### src/hdl/dtp_pkg.sv
// Shared constants, codes and helper functions for the duration text parser.
`default_nettype none

package dtp_pkg;

	// Fraction of seconds: number of digits read as milliseconds
	localparam int FRACTION_DIGITS = 3;
	localparam int FD_W            = $clog2(FRACTION_DIGITS + 1);
	localparam int FRAC_W          = 10;
	localparam int MSEC_W          = 11;
	localparam int VAL_W           = 32;
	localparam int NUM_COMP        = 6;
	localparam int SLOT_W          = 3;

	// Status codes on the result item
	localparam logic [1:0] ST_OK    = 2'd0;
	localparam logic [1:0] ST_PARSE = 2'd1;
	localparam logic [1:0] ST_DESIG = 2'd2;

	// Component slots
	localparam logic [SLOT_W-1:0] SL_YEAR  = 3'd0;
	localparam logic [SLOT_W-1:0] SL_MONTH = 3'd1;
	localparam logic [SLOT_W-1:0] SL_DAY   = 3'd2;
	localparam logic [SLOT_W-1:0] SL_HOUR  = 3'd3;
	localparam logic [SLOT_W-1:0] SL_MIN   = 3'd4;
	localparam logic [SLOT_W-1:0] SL_SEC   = 3'd5;

	// Character codes
	localparam logic [7:0] CH_NUL   = 8'h00;
	localparam logic [7:0] CH_SPACE = 8'h20;
	localparam logic [7:0] CH_TAB   = 8'h09;
	localparam logic [7:0] CH_CR    = 8'h0D;
	localparam logic [7:0] CH_PLUS  = 8'h2B;
	localparam logic [7:0] CH_MINUS = 8'h2D;
	localparam logic [7:0] CH_DOT   = 8'h2E;
	localparam logic [7:0] CH_ZERO  = 8'h30;
	localparam logic [7:0] CH_NINE  = 8'h39;
	localparam logic [7:0] CH_D     = 8'h44;
	localparam logic [7:0] CH_H     = 8'h48;
	localparam logic [7:0] CH_M     = 8'h4D;
	localparam logic [7:0] CH_P     = 8'h50;
	localparam logic [7:0] CH_S     = 8'h53;
	localparam logic [7:0] CH_T     = 8'h54;
	localparam logic [7:0] CH_Y     = 8'h59;

	// Magnitude limit of a number: 2^31
	localparam logic [VAL_W-1:0] MAG_LIMIT = 32'h8000_0000;
	localparam logic [VAL_W-1:0] POS_MAX   = 32'h7FFF_FFFF;

	function automatic logic is_digit(input logic [7:0] c);
		return (c >= CH_ZERO) && (c <= CH_NINE);
	endfunction

	function automatic logic is_space(input logic [7:0] c);
		return (c == CH_SPACE) || ((c >= CH_TAB) && (c <= CH_CR));
	endfunction

	// acc * 10 + d, saturated at 2^31
	function automatic logic [VAL_W-1:0] add_digit(input logic [VAL_W-1:0] acc,
			input logic [3:0] d);
		logic [VAL_W+3:0] v;
		v = {1'b0, acc, 3'b000} + {3'b000, acc, 1'b0} + {{VAL_W{1'b0}}, d};
		if (v > {4'h0, MAG_LIMIT}) begin
			return MAG_LIMIT;
		end
		return v[VAL_W-1:0];
	endfunction

	// Component value with the number's own sign and the leading sign folded in
	function automatic logic [VAL_W-1:0] signed_value(input logic [VAL_W-1:0] acc,
			input logic num_neg, input logic tot_neg);
		logic [VAL_W-1:0] sat;
		logic [VAL_W-1:0] mag;
		sat = acc[VAL_W-1] ? POS_MAX : acc;
		mag = num_neg ? acc : sat;
		if (num_neg ^ tot_neg) begin
			return ~mag + 1'b1;
		end
		return sat;
	endfunction

	// Weight of a fraction digit by its position: 100, 10, 1
	function automatic logic [FRAC_W-1:0] digit_weight(input logic [3:0] d,
			input logic [FD_W-1:0] pos);
		logic [FD_W-1:0] e;
		e = FD_W'(FRACTION_DIGITS - 1) - pos;
		case (e)
			2'd0:    return FRAC_W'(d);
			2'd1:    return FRAC_W'(d) * FRAC_W'(10);
			2'd2:    return FRAC_W'(d) * FRAC_W'(100);
			default: return '0;
		endcase
	endfunction

endpackage

`default_nettype wire

### src/hdl/duration_text_parser_core.sv
// Streaming ISO 8601 duration parser: one character per item, one result per string.
//
// Accepts one character item per clock and emits the seven duration components plus a
// status in the cycle after the item flagged last_char is taken. The parse state and the
// signed components live in registers updated by one pass of logic per character; the
// result sits in an output register, and a new character is taken in every cycle in
// which that register is empty or is being drained. Sustained rate: one item per cycle while results are drained.
// Components are kept already signed, so the leading '-' needs no separate step. On a
// parse error (status 1) or a bad designator (status 2) all components read as zero.
`default_nettype none

module duration_text_parser_core (
	input  wire logic               clk,
	input  wire logic               arst_n,
	input  wire logic               in_valid,
	output logic                    in_ready,
	input  wire logic [7:0]         char_code,
	input  wire logic               last_char,
	output logic                    out_valid,
	input  wire logic               out_ready,
	output logic signed [31:0]      years,
	output logic signed [31:0]      months,
	output logic signed [31:0]      days,
	output logic signed [31:0]      hours,
	output logic signed [31:0]      minutes,
	output logic signed [31:0]      seconds,
	output logic signed [10:0]      millis,
	output logic [1:0]              status
);

	localparam int VW = dtp_pkg::VAL_W;
	localparam int NC = dtp_pkg::NUM_COMP;

	// Parser phases
	localparam logic [2:0] PH_START  = 3'd0;
	localparam logic [2:0] PH_SIGN   = 3'd1;
	localparam logic [2:0] PH_ITEM   = 3'd2;
	localparam logic [2:0] PH_SPACE  = 3'd3;
	localparam logic [2:0] PH_NUMSGN = 3'd4;
	localparam logic [2:0] PH_DIGITS = 3'd5;
	localparam logic [2:0] PH_FRAC   = 3'd6;
	localparam logic [2:0] PH_HALT   = 3'd7;

	logic [2:0]                     phase_q, phase_d;
	logic                           tot_neg_q, tot_neg_d;
	logic                           time_q, time_d;
	logic [1:0]                     err_q, err_d;
	logic [VW-1:0]                  acc_q, acc_d;
	logic                           num_neg_q, num_neg_d;
	logic [dtp_pkg::FRAC_W-1:0]     frac_q, frac_d;
	logic [dtp_pkg::FD_W-1:0]       fd_q, fd_d;
	logic [VW-1:0]                  comp_q [NC];
	logic [VW-1:0]                  comp_d [NC];
	logic [dtp_pkg::MSEC_W-1:0]     msec_q, msec_d;

	logic [VW-1:0]                  comp_out_q [NC];
	logic [dtp_pkg::MSEC_W-1:0]     msec_out_q;
	logic [1:0]                     status_q;
	logic                           out_valid_q;

	logic                           accept;
	logic [7:0]                     c;
	logic [3:0]                     dval;
	logic                           c_digit, c_space, c_sign;
	logic                           key_ok;
	logic [dtp_pkg::SLOT_W-1:0]     key_slot;
	logic [VW-1:0]                  num_val;
	logic [1:0]                     final_status;

	assign in_ready = !out_valid_q || out_ready;
	assign accept   = in_valid && in_ready;

	// Character classes
	assign c       = char_code;
	assign dval    = 4'(c - dtp_pkg::CH_ZERO);
	assign c_digit = dtp_pkg::is_digit(c);
	assign c_space = dtp_pkg::is_space(c);
	assign c_sign  = (c == dtp_pkg::CH_PLUS) || (c == dtp_pkg::CH_MINUS);
	assign num_val = dtp_pkg::signed_value(acc_q, num_neg_q, tot_neg_q);

	// Designator to slot
	always_comb begin
		key_ok   = 1'b1;
		key_slot = dtp_pkg::SL_YEAR;
		if (time_q) begin
			priority if (c == dtp_pkg::CH_H) key_slot = dtp_pkg::SL_HOUR;
			else if (c == dtp_pkg::CH_M)     key_slot = dtp_pkg::SL_MIN;
			else if (c == dtp_pkg::CH_S)     key_slot = dtp_pkg::SL_SEC;
			else                             key_ok   = 1'b0;
		end else begin
			priority if (c == dtp_pkg::CH_Y) key_slot = dtp_pkg::SL_YEAR;
			else if (c == dtp_pkg::CH_M)     key_slot = dtp_pkg::SL_MONTH;
			else if (c == dtp_pkg::CH_D)     key_slot = dtp_pkg::SL_DAY;
			else                             key_ok   = 1'b0;
		end
	end

	// Next parse state for one character
	always_comb begin
		phase_d   = phase_q;
		tot_neg_d = tot_neg_q;
		time_d    = time_q;
		err_d     = err_q;
		acc_d     = acc_q;
		num_neg_d = num_neg_q;
		frac_d    = frac_q;
		fd_d      = fd_q;
		comp_d    = comp_q;
		msec_d    = msec_q;
		unique case (phase_q)
			PH_START: begin
				priority if (c == dtp_pkg::CH_MINUS) begin
					tot_neg_d = 1'b1;
					phase_d   = PH_SIGN;
				end else if (c == dtp_pkg::CH_PLUS) begin
					phase_d = PH_SIGN;
				end else if (c == dtp_pkg::CH_P) begin
					phase_d = PH_ITEM;
				end else begin
					err_d   = dtp_pkg::ST_PARSE;
					phase_d = PH_HALT;
				end
			end
			PH_SIGN: begin
				if (c == dtp_pkg::CH_P) begin
					phase_d = PH_ITEM;
				end else begin
					err_d   = dtp_pkg::ST_PARSE;
					phase_d = PH_HALT;
				end
			end
			PH_ITEM: begin
				acc_d     = '0;
				num_neg_d = 1'b0;
				priority if (c == dtp_pkg::CH_NUL) begin
					phase_d = PH_HALT;
					err_d   = dtp_pkg::ST_OK;
				end else if (c == dtp_pkg::CH_T) begin
					if (time_q) begin
						err_d   = dtp_pkg::ST_PARSE;
						phase_d = PH_HALT;
					end else begin
						time_d = 1'b1;
					end
				end else if (c_space) begin
					phase_d = PH_SPACE;
				end else if (c_sign) begin
					num_neg_d = (c == dtp_pkg::CH_MINUS);
					phase_d   = PH_NUMSGN;
				end else if (c_digit) begin
					acc_d   = dtp_pkg::add_digit('0, dval);
					phase_d = PH_DIGITS;
				end else begin
					err_d   = dtp_pkg::ST_PARSE;
					phase_d = PH_HALT;
				end
			end
			PH_SPACE: begin
				priority if (c_space) begin
					phase_d = PH_SPACE;
				end else if (c_sign) begin
					num_neg_d = (c == dtp_pkg::CH_MINUS);
					phase_d   = PH_NUMSGN;
				end else if (c_digit) begin
					acc_d   = dtp_pkg::add_digit(acc_q, dval);
					phase_d = PH_DIGITS;
				end else begin
					err_d   = dtp_pkg::ST_PARSE;
					phase_d = PH_HALT;
				end
			end
			PH_NUMSGN: begin
				if (c_digit) begin
					acc_d   = dtp_pkg::add_digit(acc_q, dval);
					phase_d = PH_DIGITS;
				end else begin
					err_d   = dtp_pkg::ST_PARSE;
					phase_d = PH_HALT;
				end
			end
			PH_DIGITS: begin
				priority if (c_digit) begin
					acc_d = dtp_pkg::add_digit(acc_q, dval);
				end else if (c == dtp_pkg::CH_DOT) begin
					frac_d  = '0;
					fd_d    = '0;
					phase_d = PH_FRAC;
				end else if (key_ok) begin
					comp_d[key_slot] = num_val;
					phase_d          = PH_ITEM;
				end else begin
					err_d   = dtp_pkg::ST_DESIG;
					phase_d = PH_HALT;
				end
			end
			PH_FRAC: begin
				priority if (c_digit && (int'(fd_q) < dtp_pkg::FRACTION_DIGITS)) begin
					frac_d = frac_q + dtp_pkg::digit_weight(dval, fd_q);
					fd_d   = fd_q + 1'b1;
				end else if (c == dtp_pkg::CH_S) begin
					// seconds slot even before 'T'
					comp_d[dtp_pkg::SL_SEC] = num_val;
					msec_d = tot_neg_q ? (~{1'b0, frac_q} + 1'b1) : {1'b0, frac_q};
					phase_d = PH_ITEM;
				end else begin
					err_d   = dtp_pkg::ST_PARSE;
					phase_d = PH_HALT;
				end
			end
			default: begin
				// halted: characters ignored until the end of the string
			end
		endcase
	end

	// Status at end of string: the end marker acts as a zero byte
	always_comb begin
		if (phase_d == PH_HALT) begin
			final_status = err_d;
		end else if (phase_d == PH_ITEM) begin
			final_status = dtp_pkg::ST_OK;
		end else if (phase_d == PH_DIGITS) begin
			final_status = dtp_pkg::ST_DESIG;
		end else begin
			final_status = dtp_pkg::ST_PARSE;
		end
	end

	// Parse state registers; cleared after every string
	always_ff @(posedge clk or negedge arst_n) begin
		if (!arst_n) begin
			phase_q   <= PH_START;
			tot_neg_q <= 1'b0;
			time_q    <= 1'b0;
			err_q     <= dtp_pkg::ST_OK;
			acc_q     <= '0;
			num_neg_q <= 1'b0;
			frac_q    <= '0;
			fd_q      <= '0;
			msec_q    <= '0;
			for (int i = 0; i < NC; i++) begin
				comp_q[i] <= '0;
			end
		end else if (accept) begin
			if (last_char) begin
				phase_q   <= PH_START;
				tot_neg_q <= 1'b0;
				time_q    <= 1'b0;
				err_q     <= dtp_pkg::ST_OK;
				acc_q     <= '0;
				num_neg_q <= 1'b0;
				frac_q    <= '0;
				fd_q      <= '0;
				msec_q    <= '0;
				for (int i = 0; i < NC; i++) begin
					comp_q[i] <= '0;
				end
			end else begin
				phase_q   <= phase_d;
				tot_neg_q <= tot_neg_d;
				time_q    <= time_d;
				err_q     <= err_d;
				acc_q     <= acc_d;
				num_neg_q <= num_neg_d;
				frac_q    <= frac_d;
				fd_q      <= fd_d;
				msec_q    <= msec_d;
				comp_q    <= comp_d;
			end
		end
	end

	// Result valid flag
	always_ff @(posedge clk or negedge arst_n) begin
		if (!arst_n) begin
			out_valid_q <= 1'b0;
		end else if (accept && last_char) begin
			out_valid_q <= 1'b1;
		end else if (out_ready) begin
			out_valid_q <= 1'b0;
		end
	end

	// Result payload; zero components on any error
	always_ff @(posedge clk) begin
		if (accept && last_char) begin
			status_q <= final_status;
			for (int i = 0; i < NC; i++) begin
				comp_out_q[i] <= (final_status == dtp_pkg::ST_OK) ? comp_d[i] : '0;
			end
			msec_out_q <= (final_status == dtp_pkg::ST_OK) ? msec_d : '0;
		end
	end

	assign out_valid = out_valid_q;
	assign years     = comp_out_q[dtp_pkg::SL_YEAR];
	assign months    = comp_out_q[dtp_pkg::SL_MONTH];
	assign days      = comp_out_q[dtp_pkg::SL_DAY];
	assign hours     = comp_out_q[dtp_pkg::SL_HOUR];
	assign minutes   = comp_out_q[dtp_pkg::SL_MIN];
	assign seconds   = comp_out_q[dtp_pkg::SL_SEC];
	assign millis    = msec_out_q;
	assign status    = status_q;

endmodule

`default_nettype wire
### config.mk
export PLATFORM = sky130hd
export DESIGN_NAME = duration_text_parser_core
export DESIGN_NICKNAME = d
export VERILOG_FILES = /design/src/hdl/dtp_pkg.sv /design/src/hdl/duration_text_parser_core.sv
export SDC_FILE = /design/constraint.sdc
export NUM_CORES = 1
export LEC_CHECK = 0
export ABC_AREA = 1
export BUFFER_PORTS_ARGS = -buffer_cell sky130_fd_sc_hd__buf_4
export CORE_ASPECT_RATIO = 1.4
export CORE_UTILIZATION = 60
export CTS_BUF_LIST = sky130_fd_sc_hd__clkbuf_16
export CTS_CLUSTER_SIZE = 12
export DETAILED_ROUTE_END_ITERATION = 16
export PLACE_DENSITY = 0.8
export SLEW_MARGIN = 20
export SYNTH_ARGS = -nofsm -noshare
export SYNTH_HDL_FRONTEND = slang
export SYNTH_SLANG_ARGS = --single-unit
### constraint.sdc
create_clock -name clk -period 14.57 [get_ports clk]
set_input_delay 2.914 -clock clk [delete_from_list [all_inputs] [get_ports clk]]
set_output_delay 2.914 -clock clk [all_outputs]
set_load 0.01 [all_outputs]
Yosys cells after proc, flatten, opt, wreduce, memory -nomap -nowiden
Memory sizes are Yosys's and may differ from the RTL's. Cells that the tools add are included.

Add/subtract/negate cells: 8. $mul: 2. $lt $le $gt $ge: 9. Equality and inequality tests: 32. Mux-type cells: 140. Bitwise operators: 4. Reductions and logical operators: 27.

Operators by type and width (number): 32-bit 2-to-1 mux (29); 192-bit 2-to-1 mux (4); 192-bit bitwise mux (1); 160-bit 2-to-1 mux (1); 32-bit one-hot mux with 4 select lines (1); 32-bit demux with 3-bit select (1); 32-bit one-hot mux with 2 select lines (1); 10-bit 2-to-1 mux (6); 8-bit by 7-bit == test with 1-bit output, second input constant (7); 11-bit 2-to-1 mux (5); 2-bit 2-to-1 mux (27); 3-bit 2-to-1 mux (17); 1-bit 2-to-1 mux (40); 35-bit by 33-bit adder with 36-bit output (1); 36-bit by 4-bit adder with 36-bit output (1); 36-bit by 32-bit > comparator with 1-bit output, second input constant (1); 32-bit by 1-bit adder with 32-bit output, second input constant (1); 8-bit by 6-bit == test with 1-bit output, second input constant (4); 4-bit by 32-bit > comparator with 1-bit output, second input constant (1); 32-bit inverter (1); 31-bit 2-to-1 mux (1); 10-bit one-hot mux with 3 select lines (1); 3-bit != test, second input constant (9); 3-bit one-hot mux with 7 select lines (1); other kinds (40) (60).

Flip-flop bits (word level): 269. Memory bits (writable): 192. Logic and storage cells: 241. Memories: 1.

Memories: comp_out_q (words 6, bits a word 32, rd ports 6, clocked after Yosys merged registers in 0, wr ports 6, line duration_text_parser_core.sv:56) `logic [VW-1:0] comp_out_q [NC];`.

Longest topological paths before layout
Depth after elaboration: 17. Gate-level depth with buffers: 25. Depth with buffers taken out: 24.

Least setup slack after synthesis
Ideal clock, no wire load.

Path kind: input port to flip-flop. Start point: in out_ready. End point: reg frac_q[5] (netlist name). Library setup time: 0.136 ns. Data arrival time: 13.454 ns. Required time: 14.434 ns. Slack: 0.980 ns. Stages on the path: 8. Path buffers: 1. Cell sequence: inv_1 -> nand2_1 -> nand2_1 -> nor2_1 -> nor2_1 -> inv_1 -> clkbuf_1 -> o32ai_1.

Word-level cells in the longest chain between the ends: 3.

RTL lines: start: declaration (line duration_text_parser_core.sv:20) `input wire logic out_ready,`; 1-bit logical OR (line duration_text_parser_core.sv:70) `assign in_ready = !out_valid_q || out_ready;`; net in_ready (line duration_text_parser_core.sv:16) `output logic in_ready,`; 1-bit logical AND (line duration_text_parser_core.sv:71) `assign accept = in_valid && in_ready;`; 5-bit AND reduction (no line); end signal: assignment (line duration_text_parser_core.sv:265) `frac_q <= frac_d;`; end: declaration (line duration_text_parser_core.sv:50) `logic [dtp_pkg::FRAC_W-1:0] frac_q, frac_d;`.

The timed path passes the listed nets, and every way through them passes these cells. A chain may end at the register's enable or synchronous reset.

Worst setup path in the final report
Start point: in out_ready. End point: out in_ready.

Word-level cells in the longest chain between the ends: 1.

RTL lines (line): 1-bit logical OR (duration_text_parser_core.sv:70); end: declaration (duration_text_parser_core.sv:16).

No other way between the ends.

==> flow_summary.json <==
{
  "grt_pass1_vias": 20750,
  "setup.worst_path.class": "in -> out",
  "stdcell_count": 3778,
  "die_area_um2": 42290,
  "synth_edf_count": 205,
  "max_freq_mhz": 160.3,
  "arrival_ns": 3.32,
  "setup_ws_ns": 8.333,
  "grt_overflow": 0,
  "synth_top_cells_by_count": "nand2_1, nor2_1, inv_1",
  "period_share": 0.4281,
  "postCtsResizedCells": 0,
  "synth_top_area_share": 0.2575,
  "cts_tree": "built",
  "min_path_cells": 2,
  "setup_viol": 0,
  "synth_top_family_by_area": "simple AND/OR/NAND/NOR gates",
  "rows": 87,
  "r2r-end": "comp_out_q[2][6]",
  "die_x_um": 174.1,
  "grt_start_max_net_pins": 206,
  "die-height_um": 242.9,
  "grt_pass1_wl_mm": 111.1,
  "power.density_nw_per_um2": 131.6,
  "grt_setup_unrepaired": "no",
  "p_leak_nw": 12.91,
  "critPathMaxFanout": 3,
  "drive_gt1_frac": 0.1202,
  "via_per_inst": 5.750,
  "r2r_cells": 11,
  "synthArstFlopShare": 0.5553,
  "ys_seq_elements": 461,
  "start_util": 0.6127,
  "insertion_delay_ns": 0.57,
  "max_cap_viol_count": 0,
  "post_cts_buffers": 0,
  "coreArea_um2": 40600,
  "ys.flop_type": "dfrtp_1",
  "syn2layout_area_growth_pct": 13.47,
  "synthMostInstantiatedCell": "nand2_1",
  "avgSynthCellArea_um2": 8.192,
  "end_kind": "primary output",
  "synthTopCellsByArea": "dfrtp_1, edfxtp_1, nand2_1",
  "worst_hold_path.endpoint": "comp_q[28]",
  "synth_compound_area_frac": 0.1200,
  "wl_per_cell_um": 18.79,
  "slew_viol_final": 0,
  "clkSinkCount": 461,
  "seqCellArea_um2": 12560,
  "hold_path.class": "reg -> reg",
  "startpoint": "out_ready",
  "antenna_left": 0,
  "ys_types": 53,
  "drtPass1Iterations": 6,
  "drt_iter0_drc": 2289,
  "yosysWarnings": 0,
  "htreeDepth": 2,
  "worstMarginPinSlew_ns": 1.129,
  "drc_errors": 0,
  "yosysTopAreaCell": "dfrtp_1",
  "syn_area_um2": 24880,
  "synth.area.mux_share": 0.001207,
  "hold_buffers": 0,
  "multi_input_area_um2": 10550,
  "critical-path-max-stage-delay_ns": 0.17,
  "worstHoldStart": "comp_q[28]",
  "clock_tree.root_cell": "clkbuf_16",
  "io_pins": 220,
  "gp_congestion": 0.9598,
  "slew_headroom": 0.2473,
  "cts_buffer_depth": 3,
  "cts_buffers": 46,
  "clkTransAtPathRegs_ns": 0.06,
  "antenna_found_initial": 0,
  "start_kind": "input pin",
  "crit_slowest_cell": "buf_4",
  "wirelength_mm": 71.00,
  "synth_xor_area_frac": 0.01127,
  "reg2reg_from": "num_neg_q",
  "crit_chain": "buf_4 -> inv_1 -> nand2_1 -> buf_4",
  "ir_drop_mv": 0.4276,
  "dp.cells": 3693,
  "hold_violations": 0,
  "fin_setup_tns_ns": 0,
  "path_common_cell": "buf_4",
  "status": "finished, final reports clean",
  "post-route-min-period_ns": 6.237,
  "syn_nets": 3153,
  "yosysSeqAreaShare": 0.5050,
  "syn_inst": 3037,
  "hpwl_mm": 49.27,
  "cp_data_required_time_ns": 11.66,
  "final_nets": 3324,
  "dpl_worst_slack_ns": 7.872,
  "synthSimpleGateAreaFrac": 0.2358,
  "n_antenna_cell": 0,
  "fin_skew_ns": 0.02131,
  "track_usage": 0.3367,
  "port_buffers": 219,
  "r2r_slack_ns": 10.08,
  "dr_total_vias": 21720,
  "synth_fa_ha_area_frac": 0.05331,
  "n_fill_cell": 3163
}
## critical path: cells and delay by family
| kind | cells | cell delay [ns] |
|---|---|---|
| buf+inv | 3 | 0.32 |
| simple gates | 1 | 0.10 |
## worst max path at each step
| stage | end | slack, ns | depth (start not counted) |
|---|---|---|---|
| floorplan | frac_q[5] | 0.98 | 8 |
| global placement | acc_q[6] | 7.98 | 22 |
| detailed placement | acc_q[6] | 7.87 | 21 |
| CTS | in_ready | 8.33 | 4 |
| global route | acc_q[17] | 8.05 | 22 |
| finish | in_ready | 8.33 | 4 |
## report_power, final
group | internal (W) | total [W] | switching, W
combinational | 0.000279 | 0.00119 | 0.000915
clock | 0.000592 | 0.00108 | 0.000491
sequential | 0.00140 | 0.00144 | 0.0000382
## cells in the final DEF, fill, tap and decap left out, types with 9 or more instances in the layout
cell,n
inv_2,25
nand3b_1,13
a21oi_1,68
dfrtp_1,256
nand4_1,26
clkbuf_16,46
o22ai_1,35
or2_2,12
inv_1,320
ha_1,98
nor2_1,363
nor3_1,17
xnor2_1,9
nand2_1,861
o21ai_0,263
xor2_1,23
nor2_2,26
edfxtp_1,205
o211ai_1,11
buf_4,240
o21ai_1,155
nand3_1,89
## area by class of cell
cell class                      instances  share of cell area
Sequential cell                       461              0.4450
Multi-Input combinational cell       2136              0.3737
Timing Repair Buffer                  243             0.06604
Inverter                              320             0.04273
Clock buffer                           46             0.04078
Tap cell                              534             0.02367
Clock inverter                         38            0.008023
## layer usage
metal,vias to the layer above,GRT usage,share of wire,wire [um]
met1,10310,0.4205,0.38,27040
met4,0,0.1938,0.059,4210
met5,-,0,0,0
li1,10260,-,-,-
met2,944,0.5580,0.49,34570
met3,208,0.05075,0.073,5179
## through the flow
step | total power (W) | utilization | instance area, um^2 | hold WS (ns)
after floorplan | 0.002534 | - | 24880 | 0.4457
after global placement | 0.002629 | 0.6606 | 26820 | 0.4600
after detailed placement | 0.002644 | 0.6606 | 26820 | 0.4655
after CTS | 0.003714 | 0.6945 | 28200 | 0.4808
after global routing | 0.003901 | 0.6952 | 28230 | 0.4950
final | 0.003715 | 0.6952 | 28230 | 0.4813
## registers in the layout, indices dropped and copies added (netlist names), 2 cells and up
register and cells:
err_q 2, fd_q 2, comp_q 192, frac_q 10
acc_q 32, phase_q 3, msec_q 11, comp_out_q 192
millis 11, status 2
## logic make-up (layout without fill, tap and decap cells)
family / after synthesis / after routing
adder cells (fa/ha/maj): 103 / 103
XOR/XNOR: 32 / 32
flip-flops: 461 / 461
buffers and inverters: 440 / 647
AND/OR/NAND/NOR: 1435 / 1435
AO/OA/AOI/OAI: 563 / 563
multiplexers: 3 / 3
Power figures use the tool's default switching activity.
